==> config.mk <==
export PLATFORM = sky130hd
export DESIGN_NAME = utf8_stream_decoder_core
export DESIGN_NICKNAME = d
export VERILOG_FILES = /design/src/rtl/utf8d_pkg.sv /design/src/rtl/utf8_stream_decoder_core.sv /design/src/rtl/utf8d_front.sv /design/src/rtl/utf8d_queue.sv /design/src/rtl/utf8d_back.sv
export SDC_FILE = /design/constraint.sdc
export NUM_CORES = 1
export LEC_CHECK = 0
export ABC_AREA = 0
export BUFFER_PORTS_ARGS = -buffer_cell sky130_fd_sc_hd__buf_2
export CAP_MARGIN = 30
export CORE_MARGIN = 2
export CORE_UTILIZATION = 65
export CTS_CLUSTER_DIAMETER = 60
export DETAILED_ROUTE_END_ITERATION = 6
export PLACE_DENSITY = 0.85
export SLEW_MARGIN = 20
export SYNTH_ARGS = -nofsm -noshare
export SYNTH_HDL_FRONTEND = slang
export SYNTH_SLANG_ARGS = --single-unit
==> constraint.sdc <==
create_clock -name clk -period 12.7 [get_ports clk]
set_input_delay 3.81 -clock clk [delete_from_list [all_inputs] [get_ports clk]]
set_output_delay 3.81 -clock clk [all_outputs]
set_load 0.01 [all_outputs]
==> src/rtl/utf8d_pkg.sv <==
package utf8d_pkg;

	localparam int BYTE_W          = 8;
	localparam int CP_W            = 21;
	localparam int LEN_W           = 3;
	localparam int SEEN_W          = 2;
	localparam int CHAR_IDX_W      = 16;
	localparam int COUNT_WIDTH_DEF = 16;
	localparam int QUEUE_DEPTH     = 2;
	localparam int QPTR_W          = $clog2(QUEUE_DEPTH);
	localparam int QCNT_W          = $clog2(QUEUE_DEPTH + 1);
	localparam int RAW_SLOTS       = 3;

	localparam logic [BYTE_W-1:0] LEAD2_LO = 8'hC2;
	localparam logic [BYTE_W-1:0] LEAD2_HI = 8'hDF;
	localparam logic [BYTE_W-1:0] LEAD3_LO = 8'hE0;
	localparam logic [BYTE_W-1:0] LEAD3_HI = 8'hEF;
	localparam logic [BYTE_W-1:0] LEAD4_LO = 8'hF0;
	localparam logic [BYTE_W-1:0] LEAD4_HI = 8'hF4;
	localparam logic [BYTE_W-1:0] LEAD_SURR = 8'hED;
	localparam logic [BYTE_W-1:0] CONT_LO  = 8'h80;
	localparam logic [BYTE_W-1:0] CONT_HI  = 8'hBF;
	localparam logic [BYTE_W-1:0] E0_LO    = 8'hA0;
	localparam logic [BYTE_W-1:0] ED_HI    = 8'h9F;
	localparam logic [BYTE_W-1:0] F0_LO    = 8'h90;
	localparam logic [BYTE_W-1:0] F4_HI    = 8'h8F;
	localparam logic [BYTE_W-1:0] PAY_MASK = 8'h3F;

	typedef struct packed {
		logic [LEN_W-1:0]                 n;
		logic [CP_W-1:0]                  first_cp;
		logic [LEN_W-1:0]                 first_len;
		logic                             first_wf;
		logic [RAW_SLOTS-1:0][BYTE_W-1:0] raw;
		logic                             eot;
	} job_t;

	typedef struct packed {
		logic avail;
		logic full;
	} q_status_t;

	function automatic logic [LEN_W-1:0] lead_len(input logic [BYTE_W-1:0] b);
		logic [LEN_W-1:0] len;
		len = '0;
		if (b >= LEAD2_LO && b <= LEAD2_HI) len = 3'd2;
		else if (b >= LEAD3_LO && b <= LEAD3_HI) len = 3'd3;
		else if (b >= LEAD4_LO && b <= LEAD4_HI) len = 3'd4;
		return len;
	endfunction

	function automatic logic [CP_W-1:0] lead_payload(input logic [BYTE_W-1:0] b,
		input logic [LEN_W-1:0] len);
		logic [CP_W-1:0] v;
		v = '0;
		unique case (len)
			3'd2:    v = CP_W'(b & 8'h1F);
			3'd3:    v = CP_W'(b & 8'h0F);
			3'd4:    v = CP_W'(b & 8'h07);
			default: v = '0;
		endcase
		return v;
	endfunction

endpackage

==> src/rtl/utf8_stream_decoder_core.sv <==
// The job for a character word enters the job queue when the byte that completes it is taken,
// then leaves through the registered output stage. Throughput: one byte per cycle while the
// job queue is not full; a byte whose sequence fails releases up to four words, one at a time.
// Reset: arst_n clears decoder state, the job queue and the character count at once;
// bytes are taken from the first cycle after reset is released.
module utf8_stream_decoder_core
	import utf8d_pkg::*;
#(
	parameter int COUNT_WIDTH = COUNT_WIDTH_DEF
) (
	input  logic                  clk,
	input  logic                  arst_n,
	input  logic                  byte_valid,
	output logic                  byte_ready,
	input  logic [BYTE_W-1:0]     text_byte,
	input  logic                  end_of_text,
	output logic                  char_valid,
	input  logic                  char_ready,
	output logic [CP_W-1:0]       code_point,
	output logic [LEN_W-1:0]      byte_count,
	output logic                  well_formed,
	output logic [CHAR_IDX_W-1:0] char_number,
	output logic                  last_of_run,
	output logic                  text_done
);

	logic      accept, push, pop;
	job_t      job, head;
	q_status_t q_stat;

	assign byte_ready = !q_stat.full;
	assign accept     = byte_valid && byte_ready;

	utf8d_front u_front (
		.clk         (clk),
		.arst_n      (arst_n),
		.accept      (accept),
		.text_byte   (text_byte),
		.end_of_text (end_of_text),
		.push        (push),
		.job         (job)
	);

	utf8d_queue u_queue (
		.clk    (clk),
		.arst_n (arst_n),
		.push   (push),
		.wr_job (job),
		.pop    (pop),
		.head   (head),
		.status (q_stat)
	);

	utf8d_back #(
		.COUNT_WIDTH (COUNT_WIDTH)
	) u_back (
		.clk         (clk),
		.arst_n      (arst_n),
		.head        (head),
		.avail       (q_stat.avail),
		.pop         (pop),
		.char_valid  (char_valid),
		.char_ready  (char_ready),
		.code_point  (code_point),
		.byte_count  (byte_count),
		.well_formed (well_formed),
		.char_number (char_number),
		.last_of_run (last_of_run),
		.text_done   (text_done)
	);

endmodule

==> src/rtl/utf8d_front.sv <==
module utf8d_front
	import utf8d_pkg::*;
(
	input  logic              clk,
	input  logic              arst_n,
	input  logic              accept,
	input  logic [BYTE_W-1:0] text_byte,
	input  logic              end_of_text,
	output logic              push,
	output job_t              job
);

	logic [BYTE_W-1:0] lead_q, lead_nxt;
	logic [LEN_W-1:0]  len_q, len_nxt;
	logic [SEEN_W-1:0] seen_q, seen_nxt;
	logic [CP_W-1:0]   pv_q, pv_nxt;
	logic [BYTE_W-1:0] held_q [2];
	logic              held_we;

	logic [BYTE_W-1:0] lo, hi;
	logic              in_rng;
	logic [LEN_W-1:0]  f_len;
	logic [CP_W-1:0]   pv_ext;
	logic              is_ascii;
	logic              opens;

	always_comb begin
		lo = CONT_LO;
		hi = CONT_HI;
		if (seen_q == '0) begin
			unique case (lead_q)
				LEAD3_LO:  lo = E0_LO;
				LEAD_SURR: hi = ED_HI;
				LEAD4_LO:  lo = F0_LO;
				LEAD4_HI:  hi = F4_HI;
				default: begin
				end
			endcase
		end
		in_rng   = (text_byte >= lo) && (text_byte <= hi);
		f_len    = lead_len(text_byte);
		is_ascii = ~text_byte[BYTE_W-1];
		opens    = (f_len != '0) && !end_of_text;
		pv_ext   = {pv_q[CP_W-7:0], text_byte[5:0] & PAY_MASK[5:0]};
	end

	always_comb begin
		push      = 1'b0;
		held_we   = 1'b0;
		lead_nxt  = lead_q;
		len_nxt   = len_q;
		seen_nxt  = seen_q;
		pv_nxt    = pv_q;
		job.n         = 3'd1;
		job.first_cp  = CP_W'(text_byte);
		job.first_len = 3'd1;
		job.first_wf  = 1'b0;
		job.raw[0]    = (seen_q != '0) ? held_q[0] : text_byte;
		job.raw[1]    = (seen_q > 2'd1) ? held_q[1] : text_byte;
		job.raw[2]    = text_byte;
		job.eot       = end_of_text;

		if (len_q == '0) begin
			if (is_ascii) begin
				push         = 1'b1;
				job.first_wf = 1'b1;
			end else if (opens) begin
				lead_nxt = text_byte;
				len_nxt  = f_len;
				seen_nxt = '0;
				pv_nxt   = lead_payload(text_byte, f_len);
			end else begin
				push = 1'b1;
			end
		end else if (in_rng) begin
			if ({1'b0, seen_q} + 3'd2 >= len_q) begin
				push          = 1'b1;
				job.first_cp  = pv_ext;
				job.first_len = len_q;
				job.first_wf  = 1'b1;
				len_nxt       = '0;
			end else if (end_of_text) begin
				push         = 1'b1;
				job.first_cp = CP_W'(lead_q);
				job.n        = 3'd2 + {1'b0, seen_q};
				len_nxt      = '0;
			end else begin
				held_we  = 1'b1;
				seen_nxt = seen_q + 2'd1;
				pv_nxt   = pv_ext;
			end
		end else begin
			push         = 1'b1;
			job.first_cp = CP_W'(lead_q);
			len_nxt      = '0;
			if (!is_ascii && opens) begin
				job.n    = 3'd1 + {1'b0, seen_q};
				lead_nxt = text_byte;
				len_nxt  = f_len;
				seen_nxt = '0;
				pv_nxt   = lead_payload(text_byte, f_len);
			end else begin
				job.n = 3'd2 + {1'b0, seen_q};
			end
		end

		if (end_of_text) len_nxt = '0;
		if (len_nxt == '0) begin
			lead_nxt = '0;
			seen_nxt = '0;
			pv_nxt   = '0;
		end
		push = push && accept;
	end

	always_ff @(posedge clk or negedge arst_n) begin
		if (!arst_n) begin
			lead_q <= '0;
			len_q  <= '0;
			seen_q <= '0;
			pv_q   <= '0;
		end else if (accept) begin
			lead_q <= lead_nxt;
			len_q  <= len_nxt;
			seen_q <= seen_nxt;
			pv_q   <= pv_nxt;
		end
	end

	always_ff @(posedge clk) begin
		if (accept && held_we) begin
			held_q[seen_q[0]] <= text_byte;
		end
	end

endmodule

==> src/rtl/utf8d_queue.sv <==
module utf8d_queue
	import utf8d_pkg::*;
(
	input  logic      clk,
	input  logic      arst_n,
	input  logic      push,
	input  job_t      wr_job,
	input  logic      pop,
	output job_t      head,
	output q_status_t status
);

	job_t              mem_q [QUEUE_DEPTH];
	logic [QPTR_W-1:0] wr_ptr_q;
	logic [QPTR_W-1:0] rd_ptr_q;
	logic [QCNT_W-1:0] cnt_q;
	logic              do_push, do_pop;

	always_comb begin
		status.avail = (cnt_q != '0);
		status.full  = (cnt_q == QCNT_W'(QUEUE_DEPTH));
		head         = mem_q[rd_ptr_q];
		do_push      = push && !status.full;
		do_pop       = pop && status.avail;
	end

	always_ff @(posedge clk) begin
		if (do_push) begin
			mem_q[wr_ptr_q] <= wr_job;
		end
	end

	always_ff @(posedge clk or negedge arst_n) begin
		if (!arst_n) begin
			wr_ptr_q <= '0;
			rd_ptr_q <= '0;
			cnt_q    <= '0;
		end else begin
			if (do_push) wr_ptr_q <= QPTR_W'(wr_ptr_q + 1'b1);
			if (do_pop) rd_ptr_q <= QPTR_W'(rd_ptr_q + 1'b1);
			unique case ({do_push, do_pop})
				2'b10:   cnt_q <= QCNT_W'(cnt_q + 1'b1);
				2'b01:   cnt_q <= QCNT_W'(cnt_q - 1'b1);
				default: cnt_q <= cnt_q;
			endcase
		end
	end

endmodule

==> src/rtl/utf8d_back.sv <==
module utf8d_back
	import utf8d_pkg::*;
#(
	parameter int COUNT_WIDTH = COUNT_WIDTH_DEF
) (
	input  logic                  clk,
	input  logic                  arst_n,
	input  job_t                  head,
	input  logic                  avail,
	output logic                  pop,
	output logic                  char_valid,
	input  logic                  char_ready,
	output logic [CP_W-1:0]       code_point,
	output logic [LEN_W-1:0]      byte_count,
	output logic                  well_formed,
	output logic [CHAR_IDX_W-1:0] char_number,
	output logic                  last_of_run,
	output logic                  text_done
);

	logic [1:0]             idx_q;
	logic [COUNT_WIDTH-1:0] cnt_q, cnt_inc;
	logic                   emit, last;
	logic [CP_W-1:0]        e_cp;
	logic [LEN_W-1:0]       e_len;
	logic                   e_wf;
	logic [BYTE_W-1:0]      e_raw;

	always_comb begin
		emit    = avail && (!char_valid || char_ready);
		last    = ({1'b0, idx_q} + 3'd1) == head.n;
		pop     = emit && last;
		cnt_inc = (cnt_q == '1) ? cnt_q : cnt_q + 1'b1;
		e_raw   = head.raw[idx_q - 2'd1];
		if (idx_q == '0) begin
			e_cp  = head.first_cp;
			e_len = head.first_len;
			e_wf  = head.first_wf;
		end else begin
			e_cp  = CP_W'(e_raw);
			e_len = 3'd1;
			e_wf  = ~e_raw[BYTE_W-1];
		end
	end

	always_ff @(posedge clk or negedge arst_n) begin
		if (!arst_n) begin
			char_valid <= 1'b0;
			idx_q      <= '0;
			cnt_q      <= '0;
		end else begin
			if (emit) begin
				char_valid <= 1'b1;
				idx_q      <= last ? 2'd0 : idx_q + 2'd1;
				cnt_q      <= (last && head.eot) ? '0 : cnt_inc;
			end else if (char_ready) begin
				char_valid <= 1'b0;
			end
		end
	end

	always_ff @(posedge clk) begin
		if (emit) begin
			code_point  <= e_cp;
			byte_count  <= e_len;
			well_formed <= e_wf;
			char_number <= CHAR_IDX_W'(cnt_inc);
			last_of_run <= last;
			text_done   <= last && head.eot;
		end
	end

endmodule

; ---- Word-level counts from Yosys, hierarchy flattened
; Memories as Yosys holds them, arrays and structs flattened.
; Cells that the tools add are included.
; W data, S select, Z words.
[op_classes]
bitwise = 1
reduce_logical = 31
order_cmp = 11
eq_ne = 17
muxes = 73
add_sub_neg = 11
[op_table]
columns = op, n
row1 = $mux W15, 8
row2 = $mux W8, 10
row3 = $mux W24, 2
row4 = $mux W3, 12
row5 = $eq A8 B8 Y1 const B, 4
row6 = $mux W16, 2
row7 = $mux W27, 1
row8 = $ge A8 B8 Y1 const B, 3
row9 = $le A8 B8 Y1 const B, 3
row10 = $pmux W6 S2, 2
row11 = $mux W21, 1
row12 = $mux W1, 19
row13 = $mux W2, 9
row14 = $add A16 B1 Y16 const B, 1
row15 = $bmux W8 S2, 1
row16 = $eq A16 B16 Y1 const B, 1
row17 = $pmux W5 S3, 1
row18 = $logic_and A1 B1 Y1, 14
row19 = $mux W6, 2
row20 = $ge A8 B8 Y1, 1
row21 = $le A8 B8 Y1, 1
row22 = $mux W4, 2
row23 = $ne A4 B4 Y1 const B, 2
row24 = $reduce_bool A2 Y1, 4
row25 = other kinds (26), 38
[word_totals]
input_bits = 13
wordCells = 163
out_inout_bits = 45
register_bits = 94
ramBits = 122
n_memories = 2
[memory_table]
columns = name, depth, width, read_ports, rd_ports_with_merged_regs, write_ports, line
row1 = u_queue.mem_q, 2, 53, 1, 0, 1, utf8d_queue.sv:13  ; job_t mem_q [QUEUE_DEPTH];
row2 = u_front.held_q, 2, 8, 2, 0, 1, utf8d_front.sv:17  ; logic [BYTE_W-1:0] held_q [2];

; ---- Longest topological paths before layout
; Gate-level depths: netlist (run 1).
[depth]
ltp_word = 15
ltp_mapped = 15
ltp_nobuf = 14

; ---- By module
; A second synthesis (run 1) with hierarchy kept.
[hier_totals]
hier_cells = 665
area_unflattened_um2 = 9715.6
[by_module_without_submodules]
columns = module, cells_each, area_each_um2, n_inst, seq_area_each_um2
row1 = utf8d_queue, 183, 4230.3, 1, 3283.1
row2 = utf8d_back, 262, 2961.6, 1, 1766.7
row3 = utf8d_front, 218, 2513.7, 1, 1181.1
row4 = utf8_stream_decoder_core, 2, 10.0, 1, 0.0

; ---- Least setup slack after synthesis (run 1)
; Ideal clock, no wire load.
[synth_path]
path_kind = input-to-reg
from = in text_byte[2]
to = mem u_queue.mem_q[0][0] (netlist name) (enable)
path_slack_ns = 5.033
n_path_buf = 0
required_ns = 12.236
setup_ns = 0.464
stages = 5
arrival_time_ns = 7.203
cell_sequence = or3_4 or3_4 a41o_1 a21o_1 nor2_1
[synth_between]
elab_chain_len = 14
elab_cells_between_ends = 25
classes_between = order compare: 8 / mux: 9 / reduce/logical: 8
[synth_rtl]
columns = item, line
row1 = "start, declared", utf8_stream_decoder_core.sv:15  ; input logic [BYTE_W-1:0] text_byte,
row2 = $ge A8 B8 Y1 / $le A8 B8 Y1 (equally long branches), utf8d_pkg.sv:48  ; else if (b >= LEAD4_LO && b <= LEAD4_HI) len = 3'd4;
row3 = $logic_and A1 B1 Y1, utf8d_pkg.sv:48
row4 = $mux W3, utf8d_pkg.sv:48
row5 = $mux W3, utf8d_pkg.sv:47  ; else if (b >= LEAD3_LO && b <= LEAD3_HI) len = 3'd3;
row6 = $mux W3, utf8d_pkg.sv:46  ; if (b >= LEAD2_LO && b <= LEAD2_HI) len = 3'd2;
row7 = $reduce_bool A3 Y1, utf8d_front.sv:43  ; opens = (f_len != '0) && !end_of_text;
row8 = $logic_and A1 B1 Y1, utf8d_front.sv:43
row9 = $mux W1, utf8d_front.sv:67  ; end else if (opens) begin
row10 = $mux W1, utf8d_front.sv:64  ; if (is_ascii) begin
row11 = $mux W1 *, utf8d_front.sv:63  ; if (len_q == '0) begin
row12 = $logic_and A1 B1 Y1 *, utf8d_front.sv:113  ; push = push && accept;
row13 = $logic_and A1 B1 Y1 *, utf8d_queue.sv:23  ; do_push = push && !status.full;
row14 = $mux W1 *, utf8d_queue.sv:28  ; if (do_push) begin
row15 = $mux W1 (not written as such) *, utf8d_queue.sv:29  ; mem_q[wr_ptr_q] <= wr_job;
row16 = "end, declared", utf8d_queue.sv:13
; Mark *: on every way between the ends. The rest lies on a longest branch, timed or not.

; ---- Worst setup path in the final report (run 1)
[layout_path]
from = in text_byte[5]
to = mem u_queue.mem_q[0][4] (netlist name) (enable)
; The elaborated chain is that of the path after synthesis.

==> run_results.csv, run 1 <==
group,metric,value,unit
drt,top_layer,"met4",
grt,grt_overflow,0,
grt,grt_pass1_wl,30.9,mm
cts,ctsHoldBuffers,0,
drt,drt_iter0_drc,587,
grt,track_usage,0.270,
sta,rsz0062_at_grt,"no",
sta,worst_pin_slew,868,ps
yosys,synth_compound_area_frac,0.0885,
yosys,synth-async-reset-ratio,0.236,
cts,cts.sinks,216,
grt,grt_pass1_vias,5551,
cts,clk_pin_slew_worst_paths,60,ps
yosys,synthMuxAreaShare,0.0901,
worst_setup_path,endpoint_kind,"register",
yosys,yosysWarnings,0,
grt,antenna_found_initial,0,
finish,nets,724,
hold_path,min_path_type,"register to register",
flow_run,maxCapViolations,0,
drt,wl_met2,9.38,mm
cts,clk_latency,510,ps
sta,max_slew_margin,0.419,
cts,cts.path.max_buffers,3,
yosys,synth_adder_area_share,0.0188,
drt,drt-met1-wl,8.03,mm
die,core-area,13900,um^2
power,p_leak,4.08,nW
drt,ant_nets,0,
yosys,synth-edff-count,165,
sta,fin_tns_setup,0,ps
drt,num_vias,5730,
worst_setup_path,crit_path_cell_trace,"buf_2 -> ha_1 -> and2_1 -> o32a_1 -> nor3_4 -> a21o_1 -> nor2_4 -> buf_4",
cts,cts_root_buf,"clkbuf_16",
finish,fin_util,0.757,
cts,post-cts-setup-buffers,0,
yosys,yosys.cell_types.count,66,
placed_design,hpwlAfterDp,12.3,mm
sta,fin_crit,6180,ps
sta,max_freq,0.162,GHz
worst_setup_path,worstSetupPathType,"input pin to register",
worst_setup_path,cpPeakStageDelay,520,ps
cts,post_cts_resized,0,
finish,areaGrowthSynthToFinish,13.3,%
sta,drv_slew,0,
power,power_density,222,nW/um^2
cts,cts_buffers,22,
finish,diodes,0,
placed_design,gp_congestion,0.951,
drt,wl_met3,1.50,mm
worst_setup_path,arrival,6380,ps
die,rows,43,
yosys,ys_ff_latch,216,
drt,route.final.wire_length,19.4,mm
drt,drt_pass1_iterations,5,
die,die_w,124,um
yosys,yosysTopAreaCell,"edfxtp_1",
die,initial_core_util,0.669,
yosys,synth_area_leaders,"edfxtp_1 (53%), dfrtp_1 (14%), mux2i_1 (3.3%)",
drt,vias_per_cell,6.42,
die,die_area,15300,um^2
sta,post-route-period-util,0.486,
drt,post_drt_wl_per_cell,21.7,um
yosys,yosys.area.top_type_share,0.532,
yosys,synth-simple-area-share,0.0975,
sta,finalClockSkew,10.1,ps
power,peakVddDrop,136,uV
yosys,ys_seq_area_frac,0.669,
finish,drive_gt1_frac,0.217,
die,ios,58,
yosys,synth_top_family_by_area,"simple AND/OR/NAND/NOR gates",
sta,finalHoldViolCount,0,
worst_setup_path,required,12900,ps
sta,setup_violations,0,
yosys,syn_area,9320,um^2
cts,cts_htree_levels,1,
worst_setup_path,cp_slowest_cell,"nor3_4",
placed_design,io_buffers,57,
drt,route.detailed.drc,0,
cts,cts_tree,"done",
grt,grt_max_degree,52,
worst_setup_path,critPathMaxFanout,35,
yosys,syn_area_per_cell,14.8,um^2
yosys,ys.flop_type,"edfxtp_1",
outcome,status,"completed",
yosys,yosys.area_share.xor_xnor,0.0169,
die,chipHeight,124,um
yosys,syn_inst,628,
yosys,syn_nets,655,
worst_setup_path,cp-start-kind,"input pin",
## kinds of logic after synthesis
| kind of cell | after synthesis |
|---|---|
| xor+xnor | 18 |
| mux | 70 |
| compound gates | 110 |
| buf+inv | 42 |
| simple gates | 158 |
| flops | 216 |
| fa+ha+maj | 14 |
## metrics by stage
step	hold slack [ps]	cells	setup slack, ps	total power, W	cell area (um^2)
6_report	504	893	6520	0.00235	10600
3_3_place_gp	485	850	6100	0.00168	9810
5_1_grt	528	893	6350	0.00247	10600
2_1_floorplan	453	628	5030	0.00151	9320
3_5_place_dp	484	853	6020	0.00173	9850
4_1_cts	502	893	6520	0.00236	10600
## area by class of cell
type,count,area (um^2)
clock buffers,34,667
clock inverters,6,38.8
fillers,805,3380
inverters,18,67.6
multi-input cells,370,2930
flip-flops and latches,216,6230
well taps,180,225
repair buffers,69,395
## flip-flops by register name, indices dropped and copies added, names as in the netlist, 2 cells and up
signal	cells
u_queue.cnt_q	2
u_back.code_point	21
u_queue.mem_q	106
u_back.idx_q	2
u_front.pv_q	15
u_back.byte_count	3
u_back.char_number	16
u_back.cnt_q	16
u_front.held_q	16
u_front.seen_q	2
u_front.len_q	3
u_front.lead_q	8
## worst paths after layout
path                       slack, ps                          start                             to  cells after the start
max                             6520                   text_byte[5]  u_queue.mem_q[0][4]$_DFFE_PP_                      8
min                              500    u_front.pv_q[9]$_DFFE_PN0P_    u_front.pv_q[9]$_DFFE_PN0P_                      1
max reg2reg                     8240  u_front.seen_q[1]$_DFFE_PN0P_  u_queue.mem_q[0][4]$_DFFE_PP_                     12
min reg2reg                      500    u_front.pv_q[9]$_DFFE_PN0P_    u_front.pv_q[9]$_DFFE_PN0P_                      1
max in group asynchronous       8770                         arst_n   u_queue.rd_ptr_q$_DFFE_PN0P_                      2
min in group asynchronous       3430                         arst_n   u_front.pv_q[14]$_DFFE_PN0P_                      2
## layer usage
layer / vias up / GRT usage
met2: 284 / 0.427
met3: 41 / 0.0449
met1: 2833 / 0.389
li1: 2572 / -
met5: - / 0
met4: 0 / 0.0902
## power by group
part / total, W / internal [W] / leakage [nW] / switching, W
Combinational: 0.000663 / 0.000252 / 1.52 / 0.000411
Clock: 0.000621 / 0.000363 / 0.350 / 0.000258
Sequential: 0.00106 / 0.000982 / 2.21 / 0.0000827
Total: 0.00235 / 0.00160 / 4.08 / 0.000752
## cells in the mapped netlist (all sizes together) (11+ instances only)
cell and n:
a21oi 19, a22o 24, and3 21, buf 11, clkbuf 13, dfrtp 51
edfxtp 165, ha 14, inv 18, mux2 31, mux2i 31, nand2 29
nand3 13, nor2 22, nor2b 18, nor3 11, o21ai 19, xnor2 12
## cell usage in the layout, fill, tap and decap left out, types with 3 or more instances in the layout
cell	count
a21o_1	9
a21oi_1	18
a221oi_1	9
a22o_1	24
a32o_1	3
and2_1	6
and3_1	20
buf_2	57
buf_4	9
clkbuf_1	6
clkbuf_16	23
clkbuf_8	5
clkinv_2	3
dfrtp_1	50
edfxtp_1	165
ha_1	14
inv_1	16
mux2_1	7
mux2_2	24
mux2i_1	31
mux4_2	8
nand2_1	29
nand2b_1	9
nand3_1	12
nand4_1	5
nor2_1	18
nor2b_1	18
nor3_1	8
nor4_1	5
o211ai_1	6
o21a_1	3
o21ai_0	10
o21ai_1	8
o22ai_1	3
or3_1	5
or4_1	3
xnor2_1	12
xor2_1	6
## worst max-delay path: cells and delay by family
| family | cells | cell delay (ps) |
|---|---|---|
| adders and majority gates | 1 | 300 |
| and+or+nand+nor | 3 | 860 |
| buffers and inverters | 2 | 590 |
| AOI/OAI and AO/OA | 2 | 780 |
(Power assumes the default switching activity.)
==> run 2: changes to the inputs <==
Settings changed: ABC_AREA 0 to 1, CORE_UTILIZATION 65 to 61, PLACE_DENSITY 0.85 to 0.8.
Clock period 12.7 ns to 6.3 ns, I/O delays scaled along.
==> run 2 against run 1 <==
Flip-flop and latch count stayed put. Synthesized cell count rose by 38%. Combinational power increased by 120%. Sequential share of layout area is 0.64 points lower. Clock power up 110%. Final area is 1.1% higher. Count of clock-buffer cells in the layout decreased by 7. First-iteration DRC count rose by 2.7%. Worst setup slack got worse by 4700 ps. Global-route usage decreased by 2.0 points. Non-clock buffer count down 5.
==> run_results.csv, run 2 <==
group,metric,value,unit
outcome,status,"completed",
placed_design,io_buffers,57,
finish,layout_commonest_cell,"nand2_1",
drt,route.detailed.drc,0,
placed_design,hpwlAfterDp,13.5,mm
die,die_w,129,um
yosys,synth-async-reset-ratio,0.236,
worst_setup_path,r2r-start,"u_front.seen_q[1]$_DFFE_PN0P_",
sta,worst_pin_slew,830,ps
placed_design,placed_area,9930,um^2
worst_setup_path,endpoint_kind,"register",
yosys,syn_area_per_cell,11.0,um^2
cts,cts.sinks,216,
worst_setup_path,critPathMaxFanout,37,
hold_path,holdPathStages,2,
cts,cts.path.max_buffers,3,
yosys,ys.flop_type,"edfxtp_1",
cts,cts_tree,"done",
drt,drt-met1-wl,8.28,mm
worst_setup_path,cp-start-kind,"register",
finish,fin_area,10700,um^2
drt,post_drt_wl_per_cell,17.9,um
yosys,synth_commonest_cells,"nand2_1 (170), edfxtp_1 (165), o21ai_0 (98), nor2_1 (97), inv_1 (66)",
drt,route.final.wire_length,20.2,mm
finish,drive_gt1_frac,0.150,
die,rows,45,
grt,antenna_found_initial,0,
power,p_leak,4.29,nW
cts,post-cts-setup-buffers,0,
cts,cts_buffers,23,
hold_path,holdPathEnd,"u_queue.wr_ptr_q$_DFFE_PN0N_",
drt,wl_met3,1.68,mm
yosys,yosysTopAreaCell,"edfxtp_1",
finish,largest_reg_flops,106,
placed_design,gp_congestion,0.950,
yosys,yosys.cell_types.count,44,
grt,track_usage,0.250,
power,peakVddDrop,243,uV
grt,grt_overflow,0,
drt,vias_per_cell,5.76,
drt,ant_nets,0,
finish,top_regs,"u_queue.mem_q (106), u_back.code_point (21)",
die,die_area,16500,um^2
yosys,yosysWarnings,0,
finish,top_register,"u_queue.mem_q",
sta,setup_violations,0,
cts,clk_pin_slew_worst_paths,60,ps
yosys,yosys.area.top_type_share,0.523,
sta,max_slew_margin,0.447,
sta,fin_crit,4500,ps
hold_path,min_path_type,"register to register",
yosys,synth_area_leaders,"edfxtp_1 (52%), dfrtp_1 (13%), nand2_1 (6.7%)",
die,ios,58,
cts,clk_latency,490,ps
grt,grt_pass1_wl,32.0,mm
worst_setup_path,required,6480,ps
yosys,syn_area,9480,um^2
drt,wl_met2,9.72,mm
cts,ctsHoldBuffers,0,
placed_design,dp_slack,1380,ps
drt,drt_pass1_iterations,5,
yosys,ys_seq_area_frac,0.658,
hold_path,min_from,"u_queue.wr_ptr_q$_DFFE_PN0N_",
yosys,syn_inst,865,
die,core-area,15200,um^2
grt,grt_pass1_vias,6173,
worst_setup_path,rr_worst_depth,16,
cts,cts_htree_levels,1,
finish,mostFrequentLayoutCells,"nand2_1 (170), edfxtp_1 (165), o21ai_0 (98), nor2_1 (96), inv_1 (64)",
drt,drt_iter0_drc,603,
sta,timing.final.ws_setup,1800,ps
grt,grt_max_degree,53,
yosys,syn_nets,892,
drt,num_vias,6510,
drt,top_layer,"met4",
worst_setup_path,arrival,4680,ps
sta,finalClockSkew,10.8,ps
worst_setup_path,worstSetupPathType,"register to register",
die,chipHeight,129,um
sta,fin_tns_setup,0,ps
worst_setup_path,reg2reg_slack,1800,ps
die,initial_core_util,0.623,
yosys,ys_ff_latch,216,
finish,nets,953,
sta,max_freq,0.222,GHz
sta,finalHoldViolCount,0,
power,power_density,471,nW/um^2
yosys,synth-edff-count,165,
cts,post_cts_resized,0,
finish,diodes,0,
sta,rsz0062_at_grt,"no",
worst_setup_path,r2r-end,"u_queue.mem_q[1][23]$_DFFE_PP_",
yosys,yosysMostFrequentCell,"nand2_1",
power,power.total,0.00502,W
sta,post-route-period-util,0.714,
sta,drv_slew,0,
cts,cts_root_buf,"clkbuf_16",
flow_run,maxCapViolations,0,
finish,areaGrowthSynthToFinish,12.6,%
==> run 2: kinds of logic (layout without fill, tap and decap cells) <==
| family | count (synthesis) | count (layout) | share of synthesized area |
|---|---|---|---|
| AO/OA/AOI/OAI | 147 | 147 | 0.0828 |
| XOR/XNOR | 13 | 13 | 0.0128 |
| adder cells (fa/ha/maj) | 14 | 14 | 0.0185 |
| buffers and inverters | 104 | 181 | 0.0470 |
| flip-flops | 216 | 216 | 0.658 |
| AND/OR/NAND/NOR | 371 | 371 | 0.181 |
==> run 2: area by class of cell <==
type	instances	area, um^2
clock buffers	27	591
clock inverters	14	150
fillers	1084	4530
inverters	76	293
multi-input cells	545	2810
flip-flops and latches	216	6230
well taps	188	235
repair buffers	64	363
==> run 2: metrics by stage <==
stage               std cells  hold slack, ps  utilization
floorplan                 865             442            -
global placement         1088             471        0.652
detailed placement       1089             460        0.653
CTS                      1130             475        0.702
global route             1130             497        0.702
finish                   1130             477        0.702
==> run 2: worst max-delay path, stage by stage, from the launching register on <==
cell and delay (ps):
dfrtp_1 420, inv_1 170, ha_1 250, clkinv_1 390
nor4_1 540, a41o_1 160, ha_1 240, nand2_1 60
nor2_1 40, nand2_1 90, nand2_4 90, nand2_8 110
nor3_4 80, nor2_2 450, nand2_1 240, nor2_4 490
buf_12 310
==> run 2: power by group <==
| group | total, W | switching [W] | internal, W | leakage (nW) |
|---|---|---|---|---|
| Clock | 0.00132 | 0.000526 | 0.000795 | 0.362 |
| Sequential | 0.00221 | 0.000171 | 0.00204 | 2.25 |
| Combinational | 0.00149 | 0.00105 | 0.000431 | 1.67 |
==> run 2: metal layers <==
metal | up-vias | global-route usage
met1 | 3082 | 0.349
li1 | 3093 | -
met3 | 43 | 0.0403
met2 | 292 | 0.406
met5 | - | 0
met4 | 0 | 0.0870
==> run 2: worst max-delay path by stage <==
stage | startpoint | endpoint | cells past startpoint
after CTS | u_front.seen_q[1]$_DFFE_PN0P_ | u_queue.mem_q[1][16]$_DFFE_PP_ | 16
after detailed placement | text_byte[4] | u_queue.mem_q[0][11]$_DFFE_PP_ | 13
after global routing | u_front.seen_q[1]$_DFFE_PN0P_ | u_queue.mem_q[1][16]$_DFFE_PP_ | 16
final | u_front.seen_q[1]$_DFFE_PN0P_ | u_queue.mem_q[1][23]$_DFFE_PP_ | 16
after global placement | text_byte[4] | u_queue.mem_q[0][16]$_DFFE_PP_ | 13
after floorplan | text_byte[4] | u_queue.mem_q[1][0]$_DFFE_PP_ | 11
